==> config.mk <==
export PLATFORM = sky130hd
export DESIGN_NAME = rom_image_validator
export DESIGN_NICKNAME = d
export VERILOG_FILES = /design/src/design/riv_pkg.sv /design/src/design/riv_hdr_track.sv /design/src/design/riv_tape_track.sv /design/src/design/rom_image_validator.sv
export SDC_FILE = /design/constraint.sdc
export NUM_CORES = 1
export LEC_CHECK = 0
export BUFFER_PORTS_ARGS = -buffer_cell sky130_fd_sc_hd__buf_2
export CAP_MARGIN = 5
export CORE_UTILIZATION = 45
export CTS_BUF_LIST = sky130_fd_sc_hd__clkbuf_4
export CTS_CLUSTER_DIAMETER = 150
export DETAILED_ROUTE_END_ITERATION = 6
export PLACE_DENSITY = 0.73
export SYNTH_ARGS = -nofsm -noshare
export SYNTH_HDL_FRONTEND = slang
export SYNTH_SLANG_ARGS = --single-unit
==> constraint.sdc <==
create_clock -name aclk -period 7.8 [get_ports aclk]
set_input_delay 0.39 -clock aclk [delete_from_list [all_inputs] [get_ports aclk]]
set_output_delay 0.39 -clock aclk [all_outputs]
set_load 0.01 [all_outputs]
==> src/design/riv_pkg.sv <==
// Shared constants, codes, status types and header tables for the ROM image validator.
package riv_pkg;

    // Width of the saturating byte counter
    localparam int COUNT_BITS = 24;

    // System selector codes
    localparam logic [2:0] KIND_NES      = 3'd0;
    localparam logic [2:0] KIND_HANDHELD = 3'd1;
    localparam logic [2:0] KIND_COLOR    = 3'd2;
    localparam logic [2:0] KIND_TAPE     = 3'd3;
    localparam logic [2:0] KIND_CHIP8    = 3'd4;
    localparam logic [2:0] KIND_NATIVE   = 3'd5;

    // Verdict codes
    typedef enum logic [2:0] {
        ST_OK       = 3'd0,
        ST_BAD_SIZE = 3'd1,
        ST_BAD_HDR  = 3'd2,
        ST_BAD_SUM  = 3'd3,
        ST_NO_COLOR = 3'd4,
        ST_BAD_TAPE = 3'd5
    } status_t;

    // Image size limits and header offsets
    localparam logic [COUNT_BITS-1:0] MAX_IMAGE    = COUNT_BITS'(8 * 1024 * 1024);
    localparam logic [COUNT_BITS-1:0] CHIP8_MAX    = COUNT_BITS'(65024);
    localparam logic [COUNT_BITS-1:0] HANDHELD_MIN = COUNT_BITS'(16'h0150);
    localparam logic [COUNT_BITS-1:0] NES_MIN      = COUNT_BITS'(16);
    localparam logic [COUNT_BITS-1:0] TAPE_MIN     = COUNT_BITS'(4);
    localparam logic [COUNT_BITS-1:0] LOGO_AT      = COUNT_BITS'(16'h0104);
    localparam logic [COUNT_BITS-1:0] LOGO_END     = COUNT_BITS'(16'h0134);
    localparam logic [COUNT_BITS-1:0] SUM_FIRST    = COUNT_BITS'(16'h0134);
    localparam logic [COUNT_BITS-1:0] SUM_LAST     = COUNT_BITS'(16'h014C);
    localparam logic [COUNT_BITS-1:0] SUM_AT       = COUNT_BITS'(16'h014D);
    localparam logic [COUNT_BITS-1:0] COLOR_AT     = COUNT_BITS'(16'h0143);
    localparam logic [COUNT_BITS-1:0] MAGIC_LEN    = COUNT_BITS'(4);

    localparam logic [7:0] COLOR_DUAL = 8'h80;
    localparam logic [7:0] COLOR_ONLY = 8'hC0;

    // Header flags from the header tracker (values after the current word)
    typedef struct packed {
        logic match;
        logic sum_ok;
        logic color_ok;
    } hdr_flags_t;

    // Block flags from the tape tracker (values after the current word)
    typedef struct packed {
        logic fault;
        logic idle;
        logic block_seen;
    } tape_flags_t;

    // Leading magic of an NES image
    function automatic logic [7:0] nes_magic(input logic [1:0] idx);
        logic [7:0] v;
        case (idx)
            2'd0:    v = 8'h4E;
            2'd1:    v = 8'h45;
            2'd2:    v = 8'h53;
            default: v = 8'h1A;
        endcase
        return v;
    endfunction

    // 48-byte handheld boot logo
    function automatic logic [7:0] logo_byte(input logic [5:0] idx);
        logic [7:0] v;
        case (idx)
            6'd0:  v = 8'hce; 6'd1:  v = 8'hed; 6'd2:  v = 8'h66; 6'd3:  v = 8'h66;
            6'd4:  v = 8'hcc; 6'd5:  v = 8'h0d; 6'd6:  v = 8'h00; 6'd7:  v = 8'h0b;
            6'd8:  v = 8'h03; 6'd9:  v = 8'h73; 6'd10: v = 8'h00; 6'd11: v = 8'h83;
            6'd12: v = 8'h00; 6'd13: v = 8'h0c; 6'd14: v = 8'h00; 6'd15: v = 8'h0d;
            6'd16: v = 8'h00; 6'd17: v = 8'h08; 6'd18: v = 8'h11; 6'd19: v = 8'h1f;
            6'd20: v = 8'h88; 6'd21: v = 8'h89; 6'd22: v = 8'h00; 6'd23: v = 8'h0e;
            6'd24: v = 8'hdc; 6'd25: v = 8'hcc; 6'd26: v = 8'h6e; 6'd27: v = 8'he6;
            6'd28: v = 8'hdd; 6'd29: v = 8'hdd; 6'd30: v = 8'hd9; 6'd31: v = 8'h99;
            6'd32: v = 8'hbb; 6'd33: v = 8'hbb; 6'd34: v = 8'h67; 6'd35: v = 8'h63;
            6'd36: v = 8'h6e; 6'd37: v = 8'h0e; 6'd38: v = 8'hec; 6'd39: v = 8'hcc;
            6'd40: v = 8'hdd; 6'd41: v = 8'hdc; 6'd42: v = 8'h99; 6'd43: v = 8'h9f;
            6'd44: v = 8'hbb; 6'd45: v = 8'hb9; 6'd46: v = 8'h33; 6'd47: v = 8'h3e;
            default: v = 8'h00;
        endcase
        return v;
    endfunction

endpackage

==> src/design/riv_hdr_track.sv <==
// Header tracker: magic and logo match, header checksum, stored sum and color flag.
module riv_hdr_track
    import riv_pkg::*;
(
    input  logic                  aclk,
    input  logic                  aresetn,
    input  logic                  step,
    input  logic                  clear,
    input  logic [2:0]            kind,
    input  logic [COUNT_BITS-1:0] at,
    input  logic [7:0]            data,
    output hdr_flags_t            flags
);

    logic       match_reg,  match_next;
    logic [7:0] sum_reg,    sum_next;
    logic [7:0] stored_reg, stored_next;
    logic [7:0] color_reg,  color_next;
    logic [COUNT_BITS-1:0] logo_off;

    assign logo_off = at - LOGO_AT;

    // Update header state for the current word
    always_comb begin
        match_next  = match_reg;
        sum_next    = sum_reg;
        stored_next = stored_reg;
        color_next  = color_reg;
        if (kind == KIND_NES) begin
            if (at < MAGIC_LEN && data != nes_magic(at[1:0])) begin
                match_next = 1'b0;
            end
        end else if (kind == KIND_HANDHELD || kind == KIND_COLOR) begin
            if (at >= LOGO_AT && at < LOGO_END && data != logo_byte(logo_off[5:0])) begin
                match_next = 1'b0;
            end
            if (at >= SUM_FIRST && at <= SUM_LAST) begin
                sum_next = sum_reg - data - 8'd1;
            end
            if (at == COLOR_AT) begin
                color_next = data;
            end
            if (at == SUM_AT) begin
                stored_next = data;
            end
        end
    end

    assign flags.match    = match_next;
    assign flags.sum_ok   = (sum_next == stored_next);
    assign flags.color_ok = (color_next == COLOR_DUAL) || (color_next == COLOR_ONLY);

    // Hold state; return to reset after the last word of an image
    always_ff @(posedge aclk) begin
        if (!aresetn || (step && clear)) begin
            match_reg  <= 1'b1;
            sum_reg    <= 8'h00;
            stored_reg <= 8'h00;
            color_reg  <= 8'h00;
        end else if (step) begin
            match_reg  <= match_next;
            sum_reg    <= sum_next;
            stored_reg <= stored_next;
            color_reg  <= color_next;
        end
    end

endmodule

==> src/design/riv_tape_track.sv <==
// Tape tracker: length-prefixed block parser with running XOR check.
module riv_tape_track
    import riv_pkg::*;
(
    input  logic        aclk,
    input  logic        aresetn,
    input  logic        step,
    input  logic        clear,
    input  logic [7:0]  data,
    output tape_flags_t flags
);

    typedef enum logic [1:0] {
        PH_LEN_LO = 2'd0,
        PH_LEN_HI = 2'd1,
        PH_BODY   = 2'd2
    } phase_t;

    phase_t      phase_reg, phase_next;
    logic [15:0] remain_reg, remain_next;
    logic [7:0]  parity_reg, parity_next;
    logic        seen_reg, seen_next;
    logic        fault_reg, fault_next;

    // Advance the block parser by one word
    always_comb begin
        phase_next  = phase_reg;
        remain_next = remain_reg;
        parity_next = parity_reg;
        seen_next   = seen_reg;
        fault_next  = fault_reg;
        case (phase_reg)
            PH_LEN_LO: begin
                remain_next = {8'h00, data};
                phase_next  = PH_LEN_HI;
            end
            PH_LEN_HI: begin
                remain_next = {data, remain_reg[7:0]};
                parity_next = 8'h00;
                if (remain_next < 16'd2) begin
                    fault_next = 1'b1;
                    phase_next = PH_LEN_LO;
                end else begin
                    phase_next = PH_BODY;
                end
            end
            default: begin
                parity_next = parity_reg ^ data;
                remain_next = remain_reg - 16'd1;
                if (remain_next == 16'd0) begin
                    if (parity_next != 8'h00) begin
                        fault_next = 1'b1;
                    end else begin
                        seen_next = 1'b1;
                    end
                    phase_next = PH_LEN_LO;
                end
            end
        endcase
    end

    assign flags.fault      = fault_next;
    assign flags.idle       = (phase_next == PH_LEN_LO);
    assign flags.block_seen = seen_next;

    // Hold parser state; return to reset after the last word of an image
    always_ff @(posedge aclk) begin
        if (!aresetn || (step && clear)) begin
            phase_reg  <= PH_LEN_LO;
            remain_reg <= 16'h0000;
            parity_reg <= 8'h00;
            seen_reg   <= 1'b0;
            fault_reg  <= 1'b0;
        end else if (step) begin
            phase_reg  <= phase_next;
            remain_reg <= remain_next;
            parity_reg <= parity_next;
            seen_reg   <= seen_next;
            fault_reg  <= fault_next;
        end
    end

endmodule

==> src/design/rom_image_validator.sv <==
// Top level of the ROM image validator: word register, trackers, verdict and result register.
//
// Usage:
//   The image enters on the s_ channel one byte per word, in file order, with
//   s_tlast on its final byte. The system to check against is set through
//   cfg_wr_en/cfg_wr_data while no image is in flight (0 nes, 1 handheld,
//   2 color handheld, 3 tape, 4 chip8, 5 launcher native).
//   Only the final byte of an image produces a result word on the m_ channel:
//   a status code and an ok flag. Other bytes produce nothing.
// Flow:
//   One byte per cycle unless a final byte waits on a full result register.
//   A byte is held in the input register while the trackers and verdict
//   logic evaluate it; when it is processed the trackers update and, on a
//   final byte, the verdict loads into the result register, which drives m_tvalid. The byte
//   counter, header tracker and tape parser each take one update a cycle, on each processed byte.
// Reset and stall:
//   Reset selects nes and clears all stream state; the stream state also
//   returns to reset after every verdict. While a verdict waits on m_tready,
//   bytes of the next image keep flowing; only a second final byte waits in
//   the input register until the result register frees.
module rom_image_validator
    import riv_pkg::*;
(
    input  logic       aclk,
    input  logic       aresetn,
    input  logic       cfg_wr_en,
    input  logic [2:0] cfg_wr_data,    // system_kind
    input  logic       s_tvalid,
    output logic       s_tready,
    input  logic [7:0] s_tdata,        // [7:0] data_byte
    input  logic       s_tlast,        // last_byte
    output logic       m_tvalid,
    input  logic       m_tready,
    output logic [7:0] m_tdata         // [2:0] status_code, [3] image_ok, [7:4] zero
);

    logic                  in_valid_reg;
    logic [7:0]            in_data_reg;
    logic                  in_last_reg;
    logic [2:0]            kind_reg;
    logic [COUNT_BITS-1:0] count_reg, count_next;
    logic                  out_valid_reg;
    status_t               out_status_reg;
    logic                  out_ok_reg;
    logic                  proc;
    logic                  done;
    hdr_flags_t            hdr_flags;
    tape_flags_t           tape_flags;
    status_t               verdict;

    // Process the held word unless it is a final word facing a full result register that is not taken
    assign proc     = in_valid_reg && (!in_last_reg || !out_valid_reg || m_tready);
    assign done     = proc && in_last_reg;
    assign s_tready = !in_valid_reg || proc;

    // Hold the system selector
    always_ff @(posedge aclk) begin
        if (!aresetn) begin
            kind_reg <= KIND_NES;
        end else if (cfg_wr_en) begin
            kind_reg <= cfg_wr_data;
        end
    end

    // Capture incoming words
    always_ff @(posedge aclk) begin
        if (!aresetn) begin
            in_valid_reg <= 1'b0;
        end else if (s_tready) begin
            in_valid_reg <= s_tvalid;
        end
    end

    always_ff @(posedge aclk) begin
        if (s_tvalid && s_tready) begin
            in_data_reg <= s_tdata;
            in_last_reg <= s_tlast;
        end
    end

    // Saturating byte counter
    assign count_next = (count_reg != {COUNT_BITS{1'b1}}) ? count_reg + 1'b1 : count_reg;

    always_ff @(posedge aclk) begin
        if (!aresetn || done) begin
            count_reg <= '0;
        end else if (proc) begin
            count_reg <= count_next;
        end
    end

    riv_hdr_track u_hdr (
        .aclk    (aclk),
        .aresetn (aresetn),
        .step    (proc),
        .clear   (in_last_reg),
        .kind    (kind_reg),
        .at      (count_reg),
        .data    (in_data_reg),
        .flags   (hdr_flags)
    );

    riv_tape_track u_tape (
        .aclk    (aclk),
        .aresetn (aresetn),
        .step    (proc),
        .clear   (in_last_reg),
        .data    (in_data_reg),
        .flags   (tape_flags)
    );

    // Pick the verdict for the selected system
    always_comb begin
        case (kind_reg)
            KIND_NES: begin
                if (count_next < NES_MIN || !hdr_flags.match) begin
                    verdict = ST_BAD_HDR;
                end else begin
                    verdict = ST_OK;
                end
            end
            KIND_HANDHELD, KIND_COLOR: begin
                if (count_next < HANDHELD_MIN || count_next > MAX_IMAGE) begin
                    verdict = ST_BAD_SIZE;
                end else if (!hdr_flags.match) begin
                    verdict = ST_BAD_HDR;
                end else if (!hdr_flags.sum_ok) begin
                    verdict = ST_BAD_SUM;
                end else if (kind_reg == KIND_COLOR && !hdr_flags.color_ok) begin
                    verdict = ST_NO_COLOR;
                end else begin
                    verdict = ST_OK;
                end
            end
            KIND_TAPE: begin
                if (count_next < TAPE_MIN || count_next > MAX_IMAGE) begin
                    verdict = ST_BAD_SIZE;
                end else if (tape_flags.fault || !tape_flags.idle
                             || !tape_flags.block_seen) begin
                    verdict = ST_BAD_TAPE;
                end else begin
                    verdict = ST_OK;
                end
            end
            KIND_CHIP8: begin
                if (count_next > CHIP8_MAX) begin
                    verdict = ST_BAD_SIZE;
                end else begin
                    verdict = ST_OK;
                end
            end
            KIND_NATIVE: verdict = ST_OK;
            default:     verdict = ST_BAD_HDR;
        endcase
    end

    // Result register: load on a final word, drop when taken
    always_ff @(posedge aclk) begin
        if (!aresetn) begin
            out_valid_reg <= 1'b0;
        end else if (done) begin
            out_valid_reg <= 1'b1;
        end else if (m_tready) begin
            out_valid_reg <= 1'b0;
        end
    end

    always_ff @(posedge aclk) begin
        if (done) begin
            out_status_reg <= verdict;
            out_ok_reg     <= (verdict == ST_OK);
        end
    end

    assign m_tvalid = out_valid_reg;
    assign m_tdata  = {4'b0000, out_ok_reg, out_status_reg};

    // A result word appears only after a final word was processed
    a_out_from_last: assert property (@(posedge aclk) disable iff (!aresetn)
        $rose(m_tvalid) |-> $past(done))
        else $error("result word without a final input word");

    // The byte counter restarts after every verdict
    a_count_cleared: assert property (@(posedge aclk) disable iff (!aresetn)
        done |=> (count_reg == '0))
        else $error("byte counter not cleared after verdict");

    // The ok flag agrees with the status code
    a_ok_matches: assert property (@(posedge aclk) disable iff (!aresetn)
        m_tvalid |-> (out_ok_reg == (out_status_reg == ST_OK)))
        else $error("image_ok disagrees with status_code");

    // Input backpressure only while a final word waits on a full result register
    a_stall_cause: assert property (@(posedge aclk) disable iff (!aresetn)
        !s_tready |-> (in_valid_reg && in_last_reg && m_tvalid && !m_tready))
        else $error("input stalled without a pending result");

endmodule

---- After elaboration in Yosys (flattened, before gate mapping) ----
Memories as Yosys holds them, arrays and structs flattened.
Index checks and enable logic that the tools add are counted.
operators by class
  reduce and logical (&&, ||, !) cells .... 39
  eq/ne operators ......................... 16
  bitwise logic cells ..................... 3
  add/sub/neg operators ................... 5
  multiplexer cells ....................... 41
  magnitude comparators ................... 11
operator list
  operator                 number
  $mux W8                  12
  $eq A24 B9 Y1 const B    2
  $ge A24 B9 Y1 const B    2
  $lt A24 B3 Y1 const B    2
  $lt A24 B9 Y1 const B    2
  $pmux W16 S2             1
  $add A24 B1 Y24 const B  1
  $gt A24 B16 Y1 const B   1
  $gt A24 B24 Y1 const B   1
  $le A24 B9 Y1 const B    1
  $lt A24 B5 Y1 const B    1
  $mux W24                 1
  $ne A24 B24 Y1 const B   1
  $pmux W7 S3              1
  $mux W3                  6
  $eq A8 B8 Y1 const B     2
  $logic_not A16 Y1        1
  $lt A16 B2 Y1 const B    1
  $ne A8 B8 Y1             2
  $pmux W8 S2              1
  $sub A16 B1 Y16 const B  1
  $pmux W3 S5              1
  $mux W1                  13
  $logic_or A1 B1 Y1       11
  22 further kinds         47
word-level totals
  word-level logic and storage cells ...... 134
  memories ................................ 1
  bits of input ports ..................... 17
  bits in read-only memories .............. 512
  output and inout port bits .............. 10
  register bits after elaboration ......... 95
memories
  memory            depth  bits a word  read ports  clocked after Yosys merged registers in  write ports  line           RTL
  (name not given)  64     8            1           0                                        0            riv_pkg.sv:71  case (idx)

---- Depth between registers and ports, before layout ----
Gate-level depths: netlist of run 1.
  word-level depth ........................ 14
  depth in mapped cells ................... 15
  gate-level depth less buffers ........... 14

---- By module ----
From an unflattened synthesis of run 1, not the netlist that was laid out.
second synthesis, totals
  cells, all modules ...................... 941
  area, all modules ....................... 7364.6 um^2
modules (own cells, without submodules)
  module               cells each  times used  sequential area each (um^2)  area each (um^2)
  riv_hdr_track        379         1           480.5                        2778.9
  rom_image_validator  296         1           970.9                        2593.7
  riv_tape_track       266         1           560.5                        1991.9

---- Worst setup path before layout of run 1 ----
No wires, ideal clock.
  path kind ............................... reg-to-reg
  from .................................... register count_reg[2]
  to ...................................... register out_ok_reg, data pin
  library setup time ...................... 264 ps
  arrival ................................. 3518 ps
  setup slack ............................. 4018 ps
  buffers on the path ..................... 3
  cell stages (with the launch flop) ...... 16
  clock period less this slack ............ 3782 ps
  required time ........................... 7536 ps
  path through ............................ dfxtp_1 clkbuf_1 inv_1 ha_1 buf_2 a21boi_0 o41ai_1 and4_1 buf_2 mux2i_1 xor2_1 a311oi_1 nand4_1 nand2b_1 o32ai_2 nor3_2
on the way
  longest elaborated chain between the ends .. 14
  elaborated cells between the ends (all ways) .. 56
  classes of those cells .................. 2 x add/sub; 10 x order compare; 7 x eq/ne; 24 x mux; 12 x reduce/logical; 1 x memory
RTL lines
  item                                                     line                        RTL
  start: declaration                                       rom_image_validator.sv:41   logic [COUNT_BITS-1:0] count_reg, count_next;
  start signal: assignment                                 rom_image_validator.sv:88   count_reg <= count_next;
  branches (longest 12 deep; another with $mem_v2 Z64 W8)  n/a
  $pmux W3 S5 *                                            rom_image_validator.sv:114  case (kind_reg)
  named net verdict[2]                                     rom_image_validator.sv:49   status_t verdict;
  $logic_not A3 Y1 *                                       rom_image_validator.sv:171  out_ok_reg <= (verdict == ST_OK);
  end signal: assignment                                   rom_image_validator.sv:171
  end: declaration                                         rom_image_validator.sv:44   logic out_ok_reg;
Mark *: on every way through the listed nets, which the timed path passes. The select of a mux whose other input is x is not followed.
A chain may end at the register's enable or synchronous reset.

---- Worst setup path after layout of run 1 ----
Ends and elaborated chain as after synthesis.

==> impl_metrics.json, run 1 <==
{
  "status": "completed",
  "cp_top_family": "simple AND/OR/NAND/NOR gates",
  "crit_arrival_ns": 4.67,
  "ys_types": 75,
  "fmax_mhz": 228,
  "portBuffers": 22,
  "synth_top_family_by_area": "simple AND/OR/NAND/NOR gates",
  "synth.area.mux_share_pct": 5.19,
  "track_usage_pct": 23.3,
  "synth_top_area_share_pct": 22.6,
  "drt_first_pass_iters": 5,
  "clock-sinks": 93,
  "largest_reg_flops": 24,
  "cap_violations": 0,
  "fillerInstances": 1566,
  "yosysTopAreaCell": "dfxtp_1",
  "hold_depth": 1,
  "async_reset_ff_share_pct": 0,
  "hpwl_mm": 12.7,
  "crit_path_end_kind": "flip-flop",
  "drv_slew": 0,
  "syn_to_final_growth_pct": 3.09,
  "nets": 936,
  "num_vias": 6644,
  "synthSimpleGateAreaFrac_pct": 27.3,
  "start_util_pct": 46.3,
  "clk_pin_slew_ns": 0.17,
  "grt_max_degree": 70,
  "clock_latency_ns": 0.51,
  "grt_pass1_wl_mm": 30.5,
  "place_congestion": 0.914,
  "grt_util_met2_pct": 36.8,
  "power.leakage_nw": 2.57,
  "synthTopCellsByCount": "87 x nand2_1, 80 x dfxtp_1, 79 x nor2_1",
  "yosysWarnings": 0,
  "wire_per_inst_um": 16.5,
  "worst-path-max-fanout": 36,
  "vias_per_cell": 5.99,
  "drive_above_1_share_pct": 7.69,
  "rsz0062_at_grt": "no",
  "hold_class": "in2reg",
  "clockBufferDepth": 2,
  "grt_pass1_vias": 6027,
  "use_met1_pct": 31.9,
  "cts_hold_buf": 0,
  "fin_crit_ns": 4.39,
  "ant_nets": 0,
  "crit_chain": "buf_4 > inv_1 > ha_1 > a21boi_0 > o41ai_1 > and4_1 > mux2i_1 > xor2_1 > nor4_1 > nand4_1 > nand2b_1 > o32ai_2 > nor3_2",
  "reg2reg_to": "out_ok_reg",
  "post_cts_buffers": 0,
  "p_per_area_mw_per_mm2": 132,
  "r2r_slack_ns": 3.41,
  "reg2regPathDepth": 13,
  "tightest_slew_ns": 0.927,
  "routed_wl_mm": 18.3,
  "synth_area_leaders": "dfxtp_1 23%, edfxtp_1 5.5%, nand2_1 4.6%",
  "holdPathEnd": "in_data_reg[3]",
  "ys.flop_type": "dfxtp_1",
  "synth.cell_area_mm2": 0.00709,
  "std_cell_rows": 45,
  "finClkSkew_ns": 0.0204,
  "slew_headroom_pct": 38.0,
  "worstHoldStart": "s_tdata[3]",
  "tns_ns": 0,
  "placed_cell_area_mm2": 0.00719,
  "overflow": 0,
  "drt_iter0_markers": 685,
  "slowest_stage": "and4_1",
  "grt-busiest-layer": "met2",
  "dieArea_mm2": 0.0163,
  "die_x_um": 128,
  "cts_root_buffer": "clkbuf_4",
  "r2r_start": "count_reg[2]",
  "avgSynthCellArea_um2": 7.68,
  "cts_tree": "yes",
  "cp.depth": 13,
  "holdWs_ns": 0.0372,
  "period_share_pct": 56.3,
  "syn_inst": 924,
  "cts_htree_levels": 3,
  "final-hold-violation-count": 0,
  "criticalPathCategory": "reg2reg",
  "start_kind": "flip-flop",
  "synth_seq_cells": 93,
  "antenna_found_initial": 1,
  "synth_edf_count": 13,
  "synth.most_common_cell": "nand2_1",
  "ir_drop_v": 0.0000645,
  "die_y_um": 128,
  "critPathBufInv": 2,
  "synth_fa_ha_area_share_pct": 4.87,
  "synth_xor_area_share_pct": 7.65,
  "cp.required_ns": 8.08,
  "cts_buffers": 9,
  "drcViolationCount": 0,
  "critPathMaxStageDelay_ns": 0.58,
  "final_cell_area_mm2": 0.00731,
  "post_cts_resized": 0,
  "pin_count": 27,
  "finalSetupViolCount": 0,
  "synth-compound-area-share_pct": 20.2,
  "use_met3_pct": 4.10,
  "ys_seq_area_share_pct": 28.1,
  "core_mm2": 0.0153
}
[how the worst max path moves through the flow]
stage | start | end | slack (ns)
final | count_reg[2] | out_ok_reg | 3.41
after global routing | count_reg[2] | out_ok_reg | 3.04
after CTS | count_reg[2] | out_ok_reg | 3.45
after detailed placement | count_reg[2] | out_ok_reg | 3.50
after global placement | count_reg[2] | out_ok_reg | 3.55
after floorplan | count_reg[2] | out_ok_reg | 4.02
[cell type report]
type | instances | area (µm²) | share of cell area (%)
antenna | 1 | 2.50 | 0.0342
clock buffer | 9 | 67.6 | 0.924
clock inverter | 7 | 57.6 | 0.787
inverter | 31 | 116 | 1.59
multi-input combinational | 727 | 4640 | 63.5
sequential | 93 | 1990 | 27.2
tap | 211 | 264 | 3.61
timing repair buffer | 30 | 170 | 2.33
[metrics by stage]
stage	power [mW]	utilization (%)	setup slack, ns	std cells
2_1_floorplan	0.665	-	4.02	927
3_3_place_gp	0.708	46.9	3.55	1092
3_5_place_dp	0.709	46.9	3.50	1092
4_1_cts	0.967	47.7	3.45	1108
5_1_grt	1.01	47.8	3.04	1109
6_report	0.963	47.8	3.41	1109
[kinds of logic after synthesis]
group / Yosys count
flip-flops: 93
other: 1
multiplexers: 34
adder cells (fa/ha/maj): 27
buffers and inverters: 107
XOR/XNOR: 62
AO/OA/AOI/OAI: 222
AND/OR/NAND/NOR: 378
[layer usage]
layer  part of all wire [%]  wire length, µm  up-vias
met5                      0                0        -
met4                    2.1              379        0
met3                    6.3             1150       28
met2                     44             8020      217
met1                     48             8720     3118
li1                       -                -     3281
[cells in the final DEF, fill, tap and decap left out, types with 5 or more instances in the layout]
master / netlist / layout
o22ai_1: 8 / 8
and4_1: 5 / 5
nand4_1: 24 / 24
nand2_1: 87 / 87
a2111oi_0: 6 / 6
nor2b_1: 19 / 19
and2_1: 9 / 9
mux2i_1: 30 / 30
xnor2_1: 30 / 30
buf_4: 5 / 8
or2_2: 8 / 8
a31oi_1: 13 / 13
nor2_1: 79 / 79
nor3_1: 41 / 41
a21oi_1: 65 / 65
clkbuf_4: 0 / 9
o21ai_0: 50 / 50
a211oi_1: 12 / 12
dfxtp_1: 80 / 80
o211ai_1: 5 / 5
buf_2: 16 / 22
inv_1: 30 / 30
and3_1: 13 / 13
edfxtp_1: 13 / 13
ha_1: 26 / 26
o31ai_1: 8 / 8
nor4_1: 21 / 21
xor2_1: 32 / 32
nand3_1: 32 / 32
a21o_1: 5 / 5
or3_1: 12 / 12
nand2b_1: 8 / 7
[report_power, final]
part,total (mW),internal (mW),switching (mW)
combinational,0.179,0.0688,0.111
sequential,0.523,0.499,0.0246
clock,0.260,0.0692,0.191
total,0.963,0.637,0.326
Note: power is estimated with default switching activity, not from simulation.
==> run 2, diff against run 1 <==
Settings changed: PLACE_DENSITY 0.73 to 0.75.
Clock period 7.8 ns to 3.8 ns, I/O delays scaled along.
==> impl_metrics.json, run 2 (synthesis gave the netlist of run 1 again) <==
{
  "dieArea_mm2": 0.0163,
  "worst-path-max-fanout": 4,
  "rsz0062_at_grt": "no",
  "hpwl_mm": 13.5,
  "period_share_pct": 94.6,
  "tns_ns": 0,
  "fin_crit_ns": 3.59,
  "place_congestion": 0.893,
  "wl_met2_mm": 8.48,
  "holdPathEnd": "m_tvalid",
  "final-hold-violation-count": 0,
  "routed.top_layer": "met4",
  "start_kind": "flip-flop",
  "tightest_slew_ns": 0.984,
  "hold_depth": 3,
  "reg2reg_to": "out_ok_reg",
  "finalSetupViolCount": 0,
  "antenna_found_initial": 1,
  "track_usage_pct": 24.5,
  "worstHoldStart": "m_tready",
  "hold_class": "in2reg",
  "drt-met1-wl_mm": 9.00,
  "vias_per_cell": 5.94,
  "drt_first_pass_iters": 5,
  "portBuffers": 22,
  "die_y_um": 128,
  "overflow": 0,
  "routed_wl_mm": 19.2,
  "syn_to_final_growth_pct": 11.6,
  "pin_count": 27,
  "slew_headroom_pct": 34.4,
  "grt_max_degree": 33,
  "clockBufferDepth": 2,
  "holdWs_ns": 0.0339,
  "ant_nets": 0,
  "crit_chain": "inv_1 > ha_1 > nor2b_1 > o31a_1 > o311ai_0 > mux2i_1 > xor2_1 > a311oi_1 > nand4_1 > nand2b_1 > o32ai_2 > nor3_2",
  "drcViolationCount": 0,
  "largest_reg_flops": 24,
  "netSwitchingFraction_pct": 32.4,
  "p_per_area_mw_per_mm2": 263,
  "p_switching_uw": 674,
  "cts_tree": "yes",
  "slowest_stage": "edfxtp_1",
  "grt_pass1_vias": 6358,
  "crit_arrival_ns": 3.86,
  "cp_top_family": "compound AO/OA/AOI/OAI gates",
  "clk_pin_slew_ns": 0.15,
  "post-route-util_pct": 51.7,
  "num_vias": 6993,
  "pwr-share-clk_pct": 28.1,
  "final_cell_area_mm2": 0.00792,
  "grt_pass1_wl_mm": 32.1,
  "drt_iter0_markers": 838,
  "critPathBufInv": 1,
  "criticalPathCategory": "reg2reg",
  "drv_slew": 0,
  "fmax_mhz": 278,
  "status": "completed",
  "critPathMaxStageDelay_ns": 0.47,
  "die_x_um": 128,
  "cap_violations": 0,
  "cts_root_buffer": "clkbuf_4",
  "fillerInstances": 1456,
  "wl_met3_mm": 1.30,
  "crit_path_end_kind": "flip-flop",
  "std_cell_rows": 45,
  "power_frac_comb_pct": 21.2,
  "cp-startpoint": "in_data_reg[2]",
  "placed_cell_area_mm2": 0.00755,
  "core_mm2": 0.0153,
  "nets": 1004,
  "cts_htree_levels": 3,
  "r2r_slack_ns": 0.21,
  "drive_above_1_share_pct": 13.1,
  "power.internal_mw": 1.41,
  "ir_drop_v": 0.000172,
  "start_util_pct": 46.3,
  "reg2regPathDepth": 12,
  "r2r_start": "in_data_reg[2]",
  "cp.required_ns": 4.07,
  "final_common_cell": "nand2_1",
  "seq_power_share_pct": 50.8,
  "clock-sinks": 93,
  "power.leakage_nw": 2.92,
  "clock_latency_ns": 0.50,
  "finClkSkew_ns": 0.0193,
  "wire_per_inst_um": 16.3,
  "cts_buffers": 9,
  "final_cell_mix": "87 x nand2_1, 79 x nor2_1, 79 x dfxtp_1, 65 x a21oi_1, 58 x buf_4"
}
[run 2: cell count changes in the layout (fill, tap and decap cells not counted), moves of 2 or more]
cell,before,now
buf_4,8,58
clkinv_2,0,2
dlygate4sd3_1,0,18
nor4_1,21,19
nor4_2,0,2
[run 2: layout make-up]
class                           instances  area, µm²  share of cell area, %
Tap cell                              211        264                   3.33
Sequential cell                        93       1990                   25.2
Multi-Input combinational cell        727       4680                   59.1
Timing Repair Buffer                   98        726                   9.16
Clock buffer                            9       67.6                  0.853
Antenna cell                            1       2.50                 0.0316
Inverter                               31        116                   1.47
Clock inverter                          7       72.6                  0.916
[run 2: per-layer routing]
layer	vias up	global-route usage, %
li1	3418	-
met1	3284	33.8
met2	256	37.6
met3	35	5.07
met4	0	8.89
met5	-	0.929
[run 2: how the worst max path moves through the flow]
| stage | to | slack, ns | depth (start not counted) |
|---|---|---|---|
| after floorplan | out_ok_reg | 0.02 | 15 |
| after global routing | out_ok_reg | 0.002 | 11 |
| after detailed placement | out_ok_reg | 0.09 | 11 |
| after CTS | out_ok_reg | 0.07 | 11 |
| after global placement | out_ok_reg | 0.21 | 11 |
| final | out_ok_reg | 0.21 | 12 |
[run 2: worst min-delay path: cells and delay by family]
family | cells | cell delay, ns
buf+inv | 1 | 0.07
simple gates | 1 | 0.06
compound gates | 1 | 0.18
[run 2: what timing repair did]
action                                 CTS  global route
hold buffers                            18             0
setup endpoints to repair                0             4
resized for setup                        0             9
setup buffers                            0             2
endpoints found under the hold margin   14             0
[run 2: power groups by stage]
stage               combinational [mW]  clock, mW  sequential (mW)
finish                           0.440      0.584             1.06
global route                     0.485      0.636             1.06
CTS                              0.431      0.601             1.06
detailed placement               0.413          0             1.08
global placement                 0.410          0             1.08
floorplan                        0.302          0             1.06
[run 2: stage by stage]
stage	total power [mW]	cells	setup WS, ns
3_3_place_gp	1.49	1140	0.212
5_1_grt	2.18	1177	0.00194
3_5_place_dp	1.49	1140	0.0863
2_1_floorplan	1.36	927	0.0179
4_1_cts	2.09	1174	0.0673
6_report	2.08	1177	0.207
==> run 3, diff against run 2 <==
Settings changed: ABC_AREA from default to 1.
==> impl_metrics.json, run 3 <==
{
  "worst-path-max-fanout": 16,
  "ys_types": 52,
  "async_reset_ff_share_pct": 0,
  "num_vias": 7762,
  "cts_tree": "yes",
  "clock_latency_ns": 0.51,
  "cp.required_ns": 4.16,
  "fillerInstances": 1678,
  "p_switching_mw": 1.02,
  "status": "completed",
  "total_power_mw": 2.50,
  "final_common_cell": "nand2_1",
  "drt_iter0_markers": 698,
  "antenna_found_initial": 0,
  "std_cell_rows": 46,
  "pin_count": 27,
  "p_per_area_mw_per_mm2": 313,
  "overflow": 0,
  "hpwl_mm": 14.3,
  "n_antenna_cell": 0,
  "cts_htree_levels": 3,
  "wire_per_inst_um": 14.1,
  "syn_to_final_growth_pct": 7.33,
  "crit_arrival_ns": 3.68,
  "drcViolationCount": 0,
  "die_y_um": 131,
  "core_mm2": 0.0160,
  "vias_per_cell": 5.41,
  "fin_crit_ns": 3.32,
  "synth.cell_area_mm2": 0.00744,
  "fmax_mhz": 301,
  "synth_edf_count": 13,
  "cts_root_buffer": "clkbuf_4",
  "synth.most_common_cell": "nand2_1",
  "yosysTopAreaCell": "dfxtp_1",
  "tightest_slew_ns": 1.08,
  "pwr-share-clk_pct": 23.2,
  "finClkSkew_ns": 0.0259,
  "drt_first_pass_iters": 5,
  "hold_class": "in2reg",
  "grt_max_degree": 67,
  "place_congestion": 0.916,
  "grt_pass1_vias": 6856,
  "netSwitchingFraction_pct": 40.9,
  "power.leakage_nw": 3.82,
  "avgSynthCellArea_um2": 6.22,
  "seq_power_share_pct": 45.4,
  "power_frac_comb_pct": 31.4,
  "slew_headroom_pct": 27.3,
  "ys_seq_area_share_pct": 27.0,
  "dieArea_mm2": 0.0171,
  "crit_path_end_kind": "flip-flop",
  "cts_buffers": 9,
  "grt_pass1_wl_mm": 33.1,
  "syn_inst": 1197,
  "finalSetupViolCount": 0,
  "drive_above_1_share_pct": 8.28,
  "final-hold-violation-count": 0,
  "drv_slew": 0,
  "synthTopCellsByCount": "300 x nand2_1, 160 x inv_1, 140 x nor2_1",
  "start_util_pct": 46.5,
  "synth_area_leaders": "dfxtp_1 22%, nand2_1 15%, nand3_1 8.3%",
  "synth_seq_cells": 94,
  "period_share_pct": 87.3,
  "routed_wl_mm": 20.2,
  "post_cts_resized": 0,
  "tns_ns": 0,
  "start_kind": "flip-flop",
  "track_usage_pct": 24.7,
  "clockBufferDepth": 2,
  "clk_pin_slew_ns": 0.16,
  "criticalPathCategory": "reg2reg",
  "ant_nets": 0,
  "ys.flop_type": "dfxtp_1",
  "final_cell_mix": "298 x nand2_1, 160 x inv_1, 140 x nor2_1, 124 x nand3_1, 81 x dfxtp_1",
  "yosysWarnings": 0,
  "largest_reg_flops": 24,
  "cap_violations": 0,
  "power.internal_mw": 1.48,
  "die_x_um": 131,
  "ir_drop_v": 0.000225,
  "clock-sinks": 94,
  "nets": 1259,
  "portBuffers": 22,
  "rsz0062_at_grt": "no",
  "synth_top_area_share_pct": 21.8
}
-- run 3: metal layers --
layer  routed length, µm  GRT usage, %
met4                 402          8.65
met1                9320          34.0
met3                1350          3.46
met2                9120          39.4
met5                   0             0
-- run 3: what timing repair did --
item / CTS / global route
setup buffers: 0 / 0
endpoints found under the hold margin: 14 / 0
hold buffers: 18 / 0
-- run 3: worst max-delay path, stage by stage (launching register included) --
cell and delay, ns:
dfxtp_1 0.73, ha_1 0.42, nand2_2 0.15, nor2_2 0.23
nand2_1 0.16, nor2_1 0.24, nand3_1 0.12, nand2_1 0.10
nand2_1 0.08, nor2_1 0.11, nand2_1 0.08, nor2_1 0.10
nand3_1 0.09, nand2_2 0.10, nand2_2 0.06, nor2_1 0.10
nor2_1 0.06, nor2_2 0.09, nand2_2 0.06, nor2_1 0.12
-- run 3: power groups by stage --
| stage | clock, mW | sequential (mW) | combinational [mW] |
|---|---|---|---|
| 2_1_floorplan | 0 | 1.12 | 0.615 |
| 3_3_place_gp | 0 | 1.15 | 0.747 |
| 3_5_place_dp | 0 | 1.15 | 0.756 |
| 4_1_cts | 0.590 | 1.13 | 0.775 |
| 5_1_grt | 0.624 | 1.14 | 0.895 |
| 6_report | 0.581 | 1.14 | 0.786 |
-- run 3: cells by family (layout without fill, tap and decap cells) --
kind of cell	Yosys count	count (layout)	synth area share, %
simple gates	661	661	40.0
flops	94	94	27.0
fa+ha+maj	27	27	4.64
other cells	1	4	0.0504
compound gates	173	173	13.4
buf+inv	213	233	11.6
xor+xnor	28	28	3.29
-- run 3: path summary, 6_finish.rpt --
check | start | endpoint | slack (ns) | depth (start not counted)
hold / removal | m_tready | m_tvalid | 0.04 | 4
hold reg to reg | u_tape.parity_reg[6] | u_tape.parity_reg[6] | 0.49 | 2
setup reg to reg | count_reg[0] | out_ok_reg | 0.48 | 19
setup / recovery | count_reg[0] | out_ok_reg | 0.48 | 19
-- run 3: cell type report --
class / instances / area [µm²] / area share [%]
inverters: 167 / 627 / 7.85
flip-flops and latches: 94 / 2010 / 25.2
repair buffers: 50 / 365 / 4.57
clock buffers: 9 / 67.6 / 0.846
well taps: 216 / 270 / 3.38
clock inverters: 7 / 66.3 / 0.830
multi-input cells: 893 / 4580 / 57.3
-- run 3: metrics by stage --
step / hold WS, ns / cell area, µm² / cells / setup slack (ns) / util (%)
global route: 0.0884 / 7990 / 1436 / 0.0666 / 49.9
CTS: 0.0100 / 7990 / 1436 / 0.509 / 49.9
finish: 0.0432 / 7990 / 1436 / 0.482 / 49.9
floorplan: 0.289 / 7460 / 1200 / 0.975 / -
global placement: 0.367 / 7680 / 1402 / 0.603 / 48.0
detailed placement: 0.369 / 7680 / 1402 / 0.578 / 48.0
